`config.mk`:
```
export PLATFORM = sky130hd
export DESIGN_NAME = multi_channel_heartbeat_watchdog_core
export DESIGN_NICKNAME = d
export VERILOG_FILES = /design/src/rtl/core/mchw_pkg.sv /design/src/rtl/core/mchw_front.sv /design/src/rtl/core/mchw_queue.sv /design/src/rtl/core/mchw_back.sv /design/src/rtl/core/multi_channel_heartbeat_watchdog_core.sv
export SDC_FILE = /design/constraint.sdc
export NUM_CORES = 1
export LEC_CHECK = 0
export ABC_AREA = 1
export BUFFER_PORTS_ARGS = -buffer_cell sky130_fd_sc_hd__buf_2
export CAP_MARGIN = 15
export CORE_MARGIN = 5
export CORE_UTILIZATION = 55
export CTS_CLUSTER_SIZE = 25
export DETAILED_ROUTE_END_ITERATION = 12
export PLACE_DENSITY = 0.7
export RECOVER_POWER = 25
export SYNTH_ARGS = -nofsm -noshare
export SYNTH_HDL_FRONTEND = slang
export SYNTH_SLANG_ARGS = --single-unit
```
`constraint.sdc`:
```
create_clock -name clk -period 5.7 [get_ports clk]
set_input_delay 0.855 -clock clk [delete_from_list [all_inputs] [get_ports clk]]
set_output_delay 0.855 -clock clk [all_outputs]
set_load 0.005 [all_outputs]
```
`src/rtl/core/mchw_pkg.sv`:
```
// ----------------------------------------------------------------------------
// mchw_pkg
// shared types and constants of the multi-channel heartbeat watchdog
// ----------------------------------------------------------------------------
package mchw_pkg;

	localparam int NUM_MODULES_DEF = 16;
	localparam int MASK_W          = 16;
	localparam int IDX_IN_W        = 4;
	localparam int TIME_W          = 32;
	localparam int QUEUE_DEPTH     = 2;

	localparam logic [TIME_W-1:0] GENERAL_TIMEOUT_RST = 32'd500;
	localparam logic [TIME_W-1:0] HOST_TIMEOUT_RST    = 32'd2000;

	// register map, index taken from paddr[2]
	localparam logic REG_GENERAL_TIMEOUT = 1'b0;
	localparam logic REG_HOST_TIMEOUT    = 1'b1;

	localparam logic CMD_HEARTBEAT = 1'b0;
	localparam logic CMD_SCAN      = 1'b1;

	typedef enum logic [1:0] {
		OP_HEARTBEAT = 2'd0,
		OP_SCAN      = 2'd1,
		OP_REPORT    = 2'd2
	} op_t;

	typedef struct packed {
		op_t                 op;
		logic [IDX_IN_W-1:0] idx;
		logic [TIME_W-1:0]   now;
	} item_t;

	typedef struct packed {
		logic nonempty;
		logic full;
	} q_status_t;

endpackage

```
`src/rtl/core/mchw_front.sv`:
```
// ----------------------------------------------------------------------------
// mchw_front
// accepts input beats, classifies them and pushes them into the queue
// ----------------------------------------------------------------------------
module mchw_front #(
	parameter int NUM_MODULES = mchw_pkg::NUM_MODULES_DEF
) (
	input  logic                           clk,
	input  logic                           arst_n,
	input  logic                           in_valid,
	output logic                           in_stall,
	input  logic                           cmd,
	input  logic [mchw_pkg::IDX_IN_W-1:0]  module_index,
	input  logic [mchw_pkg::TIME_W-1:0]    now_ms,
	input  mchw_pkg::q_status_t            q_status,
	output logic                           push,
	output mchw_pkg::item_t                push_item
);
	import mchw_pkg::*;

	logic  valid_s1;
	item_t item_s1;
	item_t item_d;
	logic  accept;

	assign in_stall  = valid_s1 && q_status.full;
	assign accept    = in_valid && !in_stall;
	assign push      = valid_s1 && !q_status.full;
	assign push_item = item_s1;

	// out-of-range heartbeats still report the mask but write nothing
	always_comb begin
		item_d.idx = module_index;
		item_d.now = now_ms;
		if (cmd == CMD_SCAN) begin
			item_d.op = OP_SCAN;
		end else if (32'(module_index) < 32'(NUM_MODULES)) begin
			item_d.op = OP_HEARTBEAT;
		end else begin
			item_d.op = OP_REPORT;
		end
	end

	always_ff @(posedge clk or negedge arst_n) begin
		if (!arst_n) begin
			valid_s1 <= 1'b0;
		end else if (accept) begin
			valid_s1 <= 1'b1;
		end else if (push) begin
			valid_s1 <= 1'b0;
		end
	end

	always_ff @(posedge clk) begin
		if (accept) begin
			item_s1 <= item_d;
		end
	end

endmodule

```
`src/rtl/core/mchw_queue.sv`:
```
// ----------------------------------------------------------------------------
// mchw_queue
// short fifo between the front and the back
// ----------------------------------------------------------------------------
module mchw_queue (
	input  logic                clk,
	input  logic                arst_n,
	input  logic                push,
	input  mchw_pkg::item_t     push_item,
	input  logic                pop,
	output mchw_pkg::item_t     pop_item,
	output mchw_pkg::q_status_t q_status
);
	import mchw_pkg::*;

	localparam int PTR_W = $clog2(QUEUE_DEPTH);
	localparam int CNT_W = $clog2(QUEUE_DEPTH + 1);

	item_t            entry_q [QUEUE_DEPTH];
	logic [PTR_W-1:0] wr_ptr_q;
	logic [PTR_W-1:0] rd_ptr_q;
	logic [CNT_W-1:0] count_q;
	logic             do_push;
	logic             do_pop;

	assign q_status.nonempty = (count_q != '0);
	assign q_status.full     = (count_q == CNT_W'(QUEUE_DEPTH));
	assign do_push           = push && !q_status.full;
	assign do_pop            = pop && q_status.nonempty;
	assign pop_item          = entry_q[rd_ptr_q];

	always_ff @(posedge clk or negedge arst_n) begin
		if (!arst_n) begin
			wr_ptr_q <= '0;
			rd_ptr_q <= '0;
			count_q  <= '0;
		end else begin
			if (do_push) begin
				wr_ptr_q <= wr_ptr_q + 1'b1;
			end
			if (do_pop) begin
				rd_ptr_q <= rd_ptr_q + 1'b1;
			end
			if (do_push && !do_pop) begin
				count_q <= count_q + 1'b1;
			end else if (do_pop && !do_push) begin
				count_q <= count_q - 1'b1;
			end
		end
	end

	always_ff @(posedge clk) begin
		if (do_push) begin
			entry_q[wr_ptr_q] <= push_item;
		end
	end

endmodule

```
`src/rtl/core/mchw_back.sv`:
```
// ----------------------------------------------------------------------------
// mchw_back
// stamp memory, scan sequencer with one subtractor, result register
// ----------------------------------------------------------------------------
module mchw_back #(
	parameter int NUM_MODULES = mchw_pkg::NUM_MODULES_DEF
) (
	input  logic                          clk,
	input  logic                          arst_n,
	input  mchw_pkg::q_status_t           q_status,
	input  mchw_pkg::item_t               pop_item,
	output logic                          pop,
	input  logic [mchw_pkg::TIME_W-1:0]   general_timeout,
	input  logic [mchw_pkg::TIME_W-1:0]   host_timeout,
	output logic                          out_valid,
	input  logic                          out_stall,
	output logic [mchw_pkg::MASK_W-1:0]   offline_mask
);
	import mchw_pkg::*;

	localparam int IDX_W  = $clog2(NUM_MODULES);
	localparam int SHOW_W = (NUM_MODULES < MASK_W) ? NUM_MODULES : MASK_W;
	localparam logic [IDX_W-1:0] LAST_IDX = IDX_W'(NUM_MODULES - 1);

	typedef enum logic [2:0] {
		ST_IDLE  = 3'b001,
		ST_SCAN  = 3'b010,
		ST_DRAIN = 3'b100
	} state_t;

	state_t                 state_q;
	logic [IDX_W-1:0]       scan_idx_q;
	logic [TIME_W-1:0]      scan_now_q;
	logic [TIME_W-1:0]      stamp_mem [NUM_MODULES];
	logic [NUM_MODULES-1:0] stamp_vld_q;
	logic [NUM_MODULES-1:0] flags_q;
	logic [NUM_MODULES-1:0] flags_d;
	logic                   rd_valid_s1;
	logic [IDX_W-1:0]       rd_idx_s1;
	logic [TIME_W-1:0]      rd_data_s1;
	logic                   rd_hit_s1;
	logic [TIME_W-1:0]      stamp;
	logic [TIME_W-1:0]      delta;
	logic [TIME_W-1:0]      limit;
	logic                   out_valid_q;
	logic [MASK_W-1:0]      offline_mask_q;
	logic                   out_free;
	logic                   wr_en;
	logic [IDX_W-1:0]       wr_addr;
	logic                   rd_en;

	assign out_valid    = out_valid_q;
	assign offline_mask = offline_mask_q;
	assign out_free     = !out_valid_q || !out_stall;
	assign pop          = (state_q == ST_IDLE) && q_status.nonempty && out_free;
	assign wr_en        = pop && (pop_item.op == OP_HEARTBEAT);
	assign wr_addr      = IDX_W'(pop_item.idx);
	assign rd_en        = (state_q == ST_SCAN);

	// never-written stamps read as zero
	assign stamp = rd_hit_s1 ? rd_data_s1 : '0;
	assign delta = scan_now_q - stamp;
	assign limit = (rd_idx_s1 == LAST_IDX) ? host_timeout : general_timeout;

	always_comb begin
		flags_d = flags_q;
		if (rd_valid_s1) begin
			flags_d[rd_idx_s1] = (delta > limit);
		end
	end

	function automatic logic [MASK_W-1:0] show_mask(input logic [NUM_MODULES-1:0] f);
		logic [MASK_W-1:0] m;
		m = '0;
		m[SHOW_W-1:0] = f[SHOW_W-1:0];
		return m;
	endfunction

	always_ff @(posedge clk) begin
		if (wr_en) begin
			stamp_mem[wr_addr] <= pop_item.now;
		end
		if (rd_en) begin
			rd_data_s1 <= stamp_mem[scan_idx_q];
			rd_hit_s1  <= stamp_vld_q[scan_idx_q];
			rd_idx_s1  <= scan_idx_q;
		end
		if (pop && (pop_item.op == OP_SCAN)) begin
			scan_now_q <= pop_item.now;
		end
	end

	always_ff @(posedge clk or negedge arst_n) begin
		if (!arst_n) begin
			state_q     <= ST_IDLE;
			scan_idx_q  <= '0;
			stamp_vld_q <= '0;
			flags_q     <= '0;
			rd_valid_s1 <= 1'b0;
			out_valid_q <= 1'b0;
		end else begin
			rd_valid_s1 <= rd_en;
			flags_q     <= flags_d;
			if (wr_en) begin
				stamp_vld_q[wr_addr] <= 1'b1;
			end
			if (out_valid_q && !out_stall) begin
				out_valid_q <= 1'b0;
			end
			case (state_q)
				ST_IDLE: begin
					if (pop) begin
						if (pop_item.op == OP_SCAN) begin
							state_q    <= ST_SCAN;
							scan_idx_q <= '0;
						end else begin
							out_valid_q <= 1'b1;
						end
					end
				end
				ST_SCAN: begin
					scan_idx_q <= scan_idx_q + 1'b1;
					if (scan_idx_q == LAST_IDX) begin
						state_q <= ST_DRAIN;
					end
				end
				ST_DRAIN: begin
					// last compare lands here
					state_q     <= ST_IDLE;
					out_valid_q <= 1'b1;
				end
				default: begin
					state_q <= ST_IDLE;
				end
			endcase
		end
	end

	always_ff @(posedge clk) begin
		if (pop && (pop_item.op != OP_SCAN)) begin
			offline_mask_q <= show_mask(flags_q);
		end else if (state_q == ST_DRAIN) begin
			offline_mask_q <= show_mask(flags_d);
		end
	end

`ifndef SYNTH
	a_no_result_during_scan: assert property (@(posedge clk) disable iff (!arst_n)
		(state_q != ST_IDLE) |-> !out_valid_q)
		else $error("result register busy during scan");

	a_flags_hold_when_idle: assert property (@(posedge clk) disable iff (!arst_n)
		(state_q == ST_IDLE) |=> $stable(flags_q))
		else $error("offline flags changed outside a scan");

	a_drain_on_last: assert property (@(posedge clk) disable iff (!arst_n)
		(state_q == ST_DRAIN) |-> (rd_valid_s1 && (rd_idx_s1 == LAST_IDX)))
		else $error("scan ended before the last module was compared");
`endif

endmodule

```
`src/rtl/core/multi_channel_heartbeat_watchdog_core.sv`:
```
// heartbeat beat: front, queue, result regs; one beat per cycle while output drains, back idle
// scan beat: the back walks ST_SCAN then ST_DRAIN to the result; one shared subtractor
//   compares one stored stamp per cycle, and the back pops no new beat until the scan ends
// a 2-entry queue lets the input take beats while the back is busy scanning
// reset: stamps read as zero, offline flags clear, timeouts 500 and 2000 ms
// ----------------------------------------------------------------------------
// multi_channel_heartbeat_watchdog_core
// lost-heartbeat monitor for a set of modules with apb timeout registers
// ----------------------------------------------------------------------------
module multi_channel_heartbeat_watchdog_core #(
	parameter int NUM_MODULES = mchw_pkg::NUM_MODULES_DEF
) (
	input  logic                          clk,
	input  logic                          arst_n,
	input  logic                          psel,
	input  logic                          penable,
	input  logic                          pwrite,
	input  logic [2:0]                    paddr,
	input  logic [31:0]                   pwdata,
	output logic [31:0]                   prdata,
	output logic                          pready,
	input  logic                          in_valid,
	output logic                          in_stall,
	input  logic                          cmd,
	input  logic [mchw_pkg::IDX_IN_W-1:0] module_index,
	input  logic [mchw_pkg::TIME_W-1:0]   now_ms,
	output logic                          out_valid,
	input  logic                          out_stall,
	output logic [mchw_pkg::MASK_W-1:0]   offline_mask
);
	import mchw_pkg::*;

	logic [TIME_W-1:0] general_timeout_q;
	logic [TIME_W-1:0] host_timeout_q;
	logic              cfg_wr;
	q_status_t         q_status;
	logic              push;
	item_t             push_item;
	logic              pop;
	item_t             pop_item;

	assign pready = 1'b1;
	assign cfg_wr = psel && penable && pwrite;
	assign prdata = (paddr[2] == REG_HOST_TIMEOUT) ? host_timeout_q : general_timeout_q;

	always_ff @(posedge clk or negedge arst_n) begin
		if (!arst_n) begin
			general_timeout_q <= GENERAL_TIMEOUT_RST;
			host_timeout_q    <= HOST_TIMEOUT_RST;
		end else if (cfg_wr) begin
			if (paddr[2] == REG_GENERAL_TIMEOUT) begin
				general_timeout_q <= pwdata;
			end else begin
				host_timeout_q <= pwdata;
			end
		end
	end

	mchw_front #(
		.NUM_MODULES (NUM_MODULES)
	) u_front (
		.clk          (clk),
		.arst_n       (arst_n),
		.in_valid     (in_valid),
		.in_stall     (in_stall),
		.cmd          (cmd),
		.module_index (module_index),
		.now_ms       (now_ms),
		.q_status     (q_status),
		.push         (push),
		.push_item    (push_item)
	);

	mchw_queue u_queue (
		.clk       (clk),
		.arst_n    (arst_n),
		.push      (push),
		.push_item (push_item),
		.pop       (pop),
		.pop_item  (pop_item),
		.q_status  (q_status)
	);

	mchw_back #(
		.NUM_MODULES (NUM_MODULES)
	) u_back (
		.clk             (clk),
		.arst_n          (arst_n),
		.q_status        (q_status),
		.pop_item        (pop_item),
		.pop             (pop),
		.general_timeout (general_timeout_q),
		.host_timeout    (host_timeout_q),
		.out_valid       (out_valid),
		.out_stall       (out_stall),
		.offline_mask    (offline_mask)
	);

endmodule
```
==> flow_summary.json, run 1 <==
{
  "stdcell_count": 3826,
  "yosysMostFrequentCell": "edfxtp_1",
  "hold_violations": 0,
  "finalClockSkew_ns": 0.0188,
  "portBuffers": 126,
  "seq_area_um2": 24000,
  "cap_violations": 6,
  "synth_warnings": 0,
  "wl_um": 86000,
  "avgViaCountPerCell": 5.96,
  "synthFlopType": "edfxtp_1",
  "clk_latency_ns": 0.63,
  "synthTopCellsByArea": "edfxtp_1 (62%), dfrtp_1 (7.1%), o21ai_0 (5.4%)",
  "ys_ff_latch": 818,
  "setup-violations-final": 0,
  "worstSetupStartpointType": "flop",
  "leakage_nw": 14.0,
  "grt_pass1_wl_um": 131000,
  "ios": 130,
  "seq_area_frac_synth_pct": 70.3,
  "drtPass1Iterations": 5,
  "multi_input_area_um2": 9110,
  "fin_hold_ws_ns": 0.395,
  "grt_use_total_pct": 25.3,
  "initialDrtViolationCount": 2695,
  "crit_path_end_kind": "flop",
  "final_util_pct": 62.3,
  "place.detailed.instances": 3676,
  "finalPower_mw": 19.9,
  "drv_slew": 267,
  "antenna_cells": 0,
  "yosys.area.top_type_share_pct": 62.2,
  "fin_area_um2": 38400,
  "fin_nets": 3068,
  "cts.sinks": 818,
  "cts_root_buffer": "clkbuf_16",
  "cts-hold-fix-buffers": 0,
  "syn_area_um2": 34200,
  "syn2layout_area_growth_pct": 12.3,
  "worstMarginPinSlew_ns": 2.60,
  "fin_crit_sh_pct": 84.8,
  "dpl_worst_slack_ns": 1.27,
  "grt_pass1_vias": 22500,
  "violations": "capacitance limit, slew limit",
  "antenna_found_initial": 0,
  "die_y_um": 259,
  "required_ns": 6.00,
  "htreeDepth": 3,
  "fillers": 4615,
  "path_clk_slew_ns": 0.06,
  "vias": 22800,
  "setup_tns_ns": 0,
  "fp.dieW_um": 259,
  "die_area_um2": 67200,
  "avgRoutedWirePerCell_um": 22.5,
  "min_period_ns": 4.83,
  "row_count": 91,
  "synth_edf_count": 708,
  "placed_area_um2": 35700,
  "critPathArrivalTime_ns": 5.13,
  "rsz0062_at_grt": "false",
  "synth_common_cells": "edfxtp_1 (708), nand2_1 (380), nor2_1 (367)",
  "outcome": "finished with violations",
  "cts_made_buffers": 81,
  "yosysTopAreaCell": "edfxtp_1",
  "ant_nets": 0,
  "drc_errors": 0,
  "max_clock_freq_ghz": 0.207,
  "synth_async_sr_flop_share_pct": 13.4,
  "initial_core_util_pct": 55.5,
  "dp_hpwl_um": 50800,
  "worst-path-max-fanout": 41,
  "overflow": 0,
  "syn-num-nets": 2957,
  "routabilityCongestion": 0.873,
  "placeableCoreArea_um2": 61600,
  "ir_drop_mv": 0.274,
  "grt_max_degree": 197,
  "drive_gt1_share_pct": 12.0,
  "cts_buffer_depth": 3,
  "layout_setup_ws_ns": 0.868,
  "hp-class": "input port to flop",
  "synth_cell_types": 47,
  "synth.avg_cell_area_um2": 12.2,
  "relSlewSlack_pct": -73.7,
  "syn_inst": 2811,
  "cts_tree": "yes",
  "cts_resized": 0,
  "power.density_nw_per_um2": 518,
  "postCtsSetupBuffers": 0,
  "crit_type": "flop to flop"
}
final cells by class:
type,count,area share (%)
clock inverters,42,1.15
repair buffers,169,2.49
flip-flops and latches,818,62.6
clock buffers,108,5.87
multi-input cells,1712,23.8
well taps,837,2.73
inverters,140,1.38
critical path, cell delays in order (launching register included):
cell and delay, ns:
dfrtp_2 0.36, clkbuf_1 1.75, o21ai_0 0.60, inv_1 0.20
nand2_1 0.36, nor2_4 0.72, buf_4 0.44
layout by cell type (no fill, tap or decap), drive strengths merged, types with 13 or more instances in the layout:
| master | instances |
|---|---|
| edfxtp | 708 |
| o21ai | 400 |
| nand2 | 380 |
| nor2 | 375 |
| buf | 158 |
| inv | 142 |
| clkbuf | 119 |
| nand3 | 103 |
| dfrtp | 97 |
| a21oi | 94 |
| o22ai | 78 |
| ha | 66 |
| o221ai | 52 |
| mux2 | 32 |
| clkinv | 31 |
| xor2 | 24 |
| or2 | 24 |
| a21boi | 18 |
| nor3 | 16 |
| dfstp | 13 |
worst paths after layout:
check | startpoint | endpoint | slack [ns] | cells past startpoint
setup / recovery | u_queue.rd_ptr_q | u_back.stamp_mem[9][10] | 0.87 | 6
hold / removal | now_ms[20] | u_front.push_item[20] | 0.40 | 1
setup reg to reg | u_queue.rd_ptr_q | u_back.stamp_mem[9][10] | 0.87 | 6
hold reg to reg | u_front.push_item[22] | u_queue.entry_q[0][22] | 0.44 | 0
max in group asynchronous | arst_n | general_timeout_q[28] | 2.11 | 2
min in group asynchronous | arst_n | u_queue.rd_ptr_q | 0.93 | 1
kinds of logic after synthesis:
family	Yosys count	share of synthesized area, %
and+or+nand+nor	912	10.9
DFF	818	70.3
AOI/OAI and AO/OA	668	11.0
buffers and inverters	281	3.36
adders and majority gates	67	2.48
muxes	33	1.08
xor gates and xnor gates	31	0.795
other	1	0.0110
power by group:
| group | internal [mW] | leakage [nW] | switching [mW] |
|---|---|---|---|
| Combinational | 1.73 | 4.89 | 4.21 |
| Clock | 3.15 | 1.31 | 2.25 |
| Sequential | 8.14 | 7.77 | 0.410 |
| Total | 13.0 | 14.0 | 6.87 |
metal layers:
metal,wire (um),track usage (%),up-vias
li1,-,-,10300
met2,41400,42.0,963
met5,0,0,-
met3,6550,3.91,176
met4,2420,7.50,0
met1,35700,35.4,11300
flip-flops by register name, indices dropped and copies added, names as in the netlist, 32 cells and up:
name / flops
u_back.stamp_mem: 512
u_queue.entry_q: 74
u_front.push_item: 37
general_timeout_q: 32
host_timeout_q: 32
u_back.rd_data_s1: 32
u_back.scan_now_q: 32
No activity file was read; power rests on OpenSTA's default activity.
==> run 2, diff against run 1 <==
--- a/config.mk
+++ b/config.mk
@@ -5,7 +5,7 @@
 export SDC_FILE = /design/constraint.sdc
 export NUM_CORES = 1
 export LEC_CHECK = 0
-export ABC_AREA = 1
+export ABC_AREA = 0
 export BUFFER_PORTS_ARGS = -buffer_cell sky130_fd_sc_hd__buf_2
 export CAP_MARGIN = 15
 export CORE_MARGIN = 5
==> constraint.sdc (replaced) <==
create_clock -name clk -period 4.98 [get_ports clk]
set_input_delay 0.747 -clock clk [delete_from_list [all_inputs] [get_ports clk]]
set_output_delay 0.747 -clock clk [all_outputs]
set_load 0.005 [all_outputs]
==> flow_summary.json, run 2 <==
{
  "synth_cell_types": 63,
  "final_cell_mix": "edfxtp_1 (708), mux4_2 (165), mux2_2 (124)",
  "final_util_pct": 62.8,
  "synth_edf_count": 708,
  "rsz0062_at_grt": "false",
  "fin_crit_sh_pct": 93.6,
  "wl_um": 70300,
  "cts_tree": "yes",
  "power_frac_seq_pct": 44.2,
  "crit_buf_inv": 3,
  "max_clock_freq_ghz": 0.214,
  "ant_nets": 0,
  "routabilityCongestion": 0.865,
  "grt_pass1_vias": 17600,
  "cts.sinks": 818,
  "r2r_start": "u_back.rd_hit_s1",
  "crit_chain": "and2_1 > ha_1 > inv_1 > fa_1 > a211oi_2 > o21ai_1 > a21oi_2 > o21ai_0 > a21o_1 > a21oi_1 > xnor2_1 > ha_1 > nand4_1 > buf_4 > or2_2 > o22ai_1 > o31ai_2 > o21a_1 > buf_12 > a21oi_1",
  "row_count": 90,
  "yosysMostFrequentCell": "edfxtp_1",
  "worst-path-max-fanout": 28,
  "reg2reg_to": "u_back.offline_mask[14]",
  "cap_violations": 9,
  "synth_async_sr_flop_share_pct": 13.4,
  "antenna_found_initial": 0,
  "cts-hold-fix-buffers": 0,
  "cts_root_buffer": "clkbuf_16",
  "drive_gt1_share_pct": 32.3,
  "cts_resized": 0,
  "placeableCoreArea_um2": 60200,
  "fin_nets": 2077,
  "die_y_um": 256,
  "slowest_stage": "fa_1",
  "syn-num-nets": 1893,
  "path_clk_slew_ns": 0.06,
  "worstMarginPinSlew_ns": 3.20,
  "grt_pass1_wl_um": 107000,
  "yosysTopAreaCell": "edfxtp_1",
  "rrSetupSlack_ns": 0.32,
  "fillers": 4129,
  "seq_area_frac_synth_pct": 71.9,
  "overflow": 0,
  "internal-power_mw": 15.6,
  "worstSetupStartpointType": "flop",
  "hp-class": "input port to async pin",
  "leakage_nw": 13.1,
  "clk_latency_ns": 0.64,
  "crit_path_end_kind": "flop",
  "synth.avg_cell_area_um2": 19.1,
  "drtPass1Iterations": 5,
  "cts_made_buffers": 82,
  "reg2reg_depth": 20,
  "portBuffers": 126,
  "crit_family": "compound AO/OA/AOI/OAI gates",
  "htreeDepth": 3,
  "critPathArrivalTime_ns": 5.14,
  "ios": 130,
  "initialDrtViolationCount": 1744,
  "syn_inst": 1747,
  "synth_warnings": 0,
  "vias": 16900,
  "p_sw_share_pct": 30.2,
  "outcome": "finished with violations",
  "syn_area_um2": 33400,
  "setup_tns_ns": 0,
  "avgViaCountPerCell": 6.06,
  "dp_hpwl_um": 39500,
  "yosys.area.top_type_share_pct": 63.6,
  "relSlewSlack_pct": -113,
  "cts_buffer_depth": 3,
  "avgRoutedWirePerCell_um": 25.3,
  "die_area_um2": 65800,
  "crit_start": "u_back.rd_hit_s1",
  "ir_drop_mv": 0.389,
  "power.density_nw_per_um2": 591,
  "violations": "capacitance limit, slew limit",
  "power_frac_comb_pct": 29.0,
  "hold_violations": 0,
  "finalClockSkew_ns": 0.0182,
  "initial_core_util_pct": 55.4,
  "synth_common_cells": "edfxtp_1 (708), mux4_2 (165), mux2_2 (134)",
  "postCtsSetupBuffers": 0,
  "clkPwrFrac_pct": 26.8,
  "drv_slew": 373,
  "drc_errors": 0,
  "ys_ff_latch": 818,
  "regMostFlops": "u_back.stamp_mem",
  "crit_type": "flop to flop",
  "grt_max_degree": 69,
  "syn2layout_area_growth_pct": 13.3,
  "fp.dieW_um": 256,
  "setup-violations-final": 0,
  "worst-path-stages": 20,
  "largest_reg_flops": 512,
  "max_stage_delay_ns": 0.47,
  "grt_use_total_pct": 21.3,
  "synthFlopType": "edfxtp_1",
  "crit_path_end": "u_back.offline_mask[14]",
  "synthTopCellsByArea": "edfxtp_1 (64%), mux4_2 (11%), dfrtp_1 (7.3%)",
  "min_period_ns": 4.66,
  "layout_commonest_cell": "edfxtp_1",
  "antenna_cells": 0,
  "p_sw_mw": 6.76,
  "required_ns": 5.46
}
==> run 2: kinds of logic (layout without fill, tap and decap cells) <==
| family | count (synthesis) | count (layout) | synth area share (%) |
|---|---|---|---|
| compound gates | 169 | 169 | 3.29 |
| fa+ha+maj | 67 | 67 | 2.53 |
| buf+inv | 85 | 338 | 1.30 |
| simple gates | 238 | 238 | 3.32 |
| xor+xnor | 37 | 37 | 0.970 |
| mux | 332 | 332 | 16.6 |
| flops | 818 | 818 | 71.9 |
| other cells | 1 | 1 | 0.0112 |
==> run 2: layout make-up <==
class,count,area [um^2],area share [%]
clock buffers,112,2270,6.00
clock inverters,41,370,0.979
inverters,10,37.5,0.0992
repair buffers,175,1040,2.76
multi-input cells,844,9120,24.1
flip-flops and latches,818,24000,63.5
well taps,782,978,2.59
==> run 2: how the worst min path moves through the flow <==
stage	start	end
floorplan	u_back.scan_idx_q[3]	u_back.rd_idx_s1[3]
global placement	u_front.push_item[7]	u_queue.entry_q[0][7]
detailed placement	u_front.push_item[12]	u_queue.entry_q[1][12]
CTS	arst_n	general_timeout_q[10]
global route	now_ms[11]	u_front.push_item[11]
finish	arst_n	general_timeout_q[10]
==> run 2: metal layers <==
metal  vias up  GRT usage [%]  share of wire [%]
met5         -              0                  0
met4         0           5.61                1.7
met3        89           3.81                7.3
met2       667           33.8                 48
met1      8713           31.3                 43
li1       7396              -                  -
==> run 2: stage by stage <==
stage          hold slack, ns  instances  area [um^2]  power (mW)  worst slack, ns
2_1_floorplan           0.420       1747        33400        14.5            0.645
3_3_place_gp            0.425       2627        35200        16.1            0.369
3_5_place_dp            0.429       2627        35200        16.4            0.267
4_1_cts                 0.253       2780        37800        22.4            0.242
5_1_grt                 0.262       2782        37800        23.5           0.0319
6_report                0.231       2782        37800        22.4            0.317
==> run 2: power groups by stage <==
stage,combinational (mW),sequential (mW),clock [mW]
2_1_floorplan,4.80,9.66,0
3_3_place_gp,6.20,9.95,0
3_5_place_dp,6.40,10.0,0
4_1_cts,6.45,9.89,6.11
5_1_grt,7.08,9.99,6.43
6_report,6.49,9.89,6.01
==> run 3, diff against run 2 <==
--- a/config.mk
+++ b/config.mk
@@ -13,7 +13,7 @@
 export CTS_CLUSTER_SIZE = 25
 export DETAILED_ROUTE_END_ITERATION = 12
 export PLACE_DENSITY = 0.7
-export RECOVER_POWER = 25
+export RECOVER_POWER = 100
 export SYNTH_ARGS = -nofsm -noshare
 export SYNTH_HDL_FRONTEND = slang
 export SYNTH_SLANG_ARGS = --single-unit
==> flow_summary.json, run 3 (synthesis results as in run 2) <==
{
  "outcome": "finished with violations",
  "violations": "capacitance limit, slew limit",
  "ir_drop_mv": 0.383,
  "max_clock_freq_ghz": 0.211,
  "dp_hpwl_um": 39500,
  "antenna_cells": 0,
  "fp.dieW_um": 256,
  "finalClockSkew_ns": 0.0207,
  "required_ns": 5.32,
  "ant_nets": 0,
  "cts_buffer_depth": 3,
  "avgViaCountPerCell": 6.07,
  "relSlewSlack_pct": -114,
  "layout_commonest_cell": "edfxtp_1",
  "die_area_um2": 65800,
  "cts_made_buffers": 82,
  "slowest_stage": "dfrtp_1",
  "postCtsSetupBuffers": 0,
  "drc_errors": 0,
  "regMostFlops": "u_back.stamp_mem",
  "internal-power_mw": 15.5,
  "syn2layout_area_growth_pct": 13.0,
  "initial_core_util_pct": 55.4,
  "critPathMostFrequentCell": "mux4_2",
  "p_sw_share_pct": 30.3,
  "drtPass1Iterations": 5,
  "cts.sinks": 818,
  "finalPower_mw": 22.3,
  "worst-path-max-fanout": 54,
  "antenna_found_initial": 0,
  "wl_um": 70200,
  "largest_reg_flops": 512,
  "max_stage_delay_ns": 2.24,
  "vias": 16900,
  "row_count": 90,
  "drv_slew": 508,
  "fin_crit_sh_pct": 95.2,
  "die_y_um": 256,
  "fin_area_um2": 37700,
  "portBuffers": 126,
  "power_frac_seq_pct": 44.4,
  "cts_root_buffer": "clkbuf_16",
  "p_sw_mw": 6.75,
  "worstMarginPinSlew_ns": 3.21,
  "crit_chain": "buf_2 > mux4_2 > mux4_2",
  "htreeDepth": 3,
  "grt_use_total_pct": 21.3,
  "fillers": 4160,
  "rsz0062_at_grt": "false",
  "worstSetupStartpointType": "flop",
  "min_period_ns": 4.74,
  "power.density_nw_per_um2": 591,
  "final_util_pct": 62.7,
  "fin_nets": 2077,
  "crit_path_end_kind": "flop",
  "placed_area_um2": 35200,
  "place.detailed.instances": 2627,
  "cap_violations": 13,
  "grt_max_degree": 69,
  "cts_tree": "yes",
  "clk_latency_ns": 0.64,
  "grt_pass1_vias": 17600,
  "setup_tns_ns": 0,
  "placeableCoreArea_um2": 60200,
  "ios": 130,
  "overflow": 0,
  "stdcell_count": 2782,
  "initialDrtViolationCount": 1790,
  "hold_violations": 0,
  "leakage_nw": 13.0,
  "grt_pass1_wl_um": 107000,
  "setup-violations-final": 0,
  "drive_gt1_share_pct": 29.1,
  "final_cell_mix": "edfxtp_1 (708), mux4_2 (165), buf_2 (98)",
  "critPathArrivalTime_ns": 5.09,
  "crit_type": "flop to flop",
  "clkPwrFrac_pct": 26.9,
  "routabilityCongestion": 0.865,
  "path_clk_slew_ns": 0.06,
  "power_frac_comb_pct": 28.6,
  "avgRoutedWirePerCell_um": 25.2,
  "hp-class": "input port to async pin"
}
[run 3: cell types whose count changed in the layout (fill, tap and decap cells not counted), moves of 5 or more]
cell,previous run,this run
buf_2,123,98
clkbuf_2,1,6
buf_4,38,19
mux2_2,124,95
clkbuf_4,0,10
mux2_1,10,39
clkbuf_1,32,63
[run 3: power groups by stage]
stage	clock network [mW]	registers [mW]	logic, mW
floorplan	0	9.66	4.80
global placement	0	9.95	6.20
detailed placement	0	10.0	6.40
CTS	6.11	9.89	6.45
global route	6.43	10.0	6.98
finish	6.01	9.91	6.38
[run 3: what timing repair did]
action	4_1_cts	5_1_grt
endpoints found under the setup margin	0	16
resized for setup	0	7
hold buffers	0	0
endpoints found under the hold margin	0	0
[run 3: area by class of cell]
class	instances	area (um^2)	area share, %
Timing Repair Buffer	175	952	2.52
Sequential cell	818	24000	63.7
Inverter	10	37.5	0.0994
Tap cell	782	978	2.59
Clock inverter	41	370	0.981
Clock buffer	112	2270	6.01
Multi-Input combinational cell	844	9110	24.1
[run 3: worst max-delay path, delay by kind of cell, from the launching register on]
family	cells	cell delay, ns
buffers and inverters	1	1.19
muxes	2	0.94
DFF	1	2.24
[run 3: through the flow]
step,worst slack (ns),hold WS (ns)
CTS,0.242,0.253
detailed placement,0.267,0.429
floorplan,0.645,0.420
global route,0.0146,0.262
global placement,0.369,0.425
finish,0.237,0.233
[run 3: metal layers]
| layer | up-vias | share of wire (%) | wire (um) | GRT usage [%] |
|---|---|---|---|---|
| met5 | - | 0 | 0 | 0 |
| met4 | 0 | 1.7 | 1180 | 5.61 |
| met3 | 86 | 7.7 | 5390 | 3.81 |
| met2 | 659 | 48 | 33700 | 33.8 |
| met1 | 8744 | 43 | 29900 | 31.3 |
| li1 | 7405 | - | - | - |
[run 3: final timing paths]
kind,start,endpoint,slack [ns],cells past startpoint
min in group clk,now_ms[0],u_front.push_item[0],0.28,1
max reg2reg,u_back.scan_idx_q[1],u_back.rd_data_s1[7],0.24,3
min reg2reg,u_front.push_item[12],u_queue.entry_q[1][12],0.44,0
min,arst_n,general_timeout_q[10],0.23,1
max in group asynchronous,arst_n,general_timeout_q[28],2.11,2
max,u_back.scan_idx_q[1],u_back.rd_data_s1[7],0.24,3
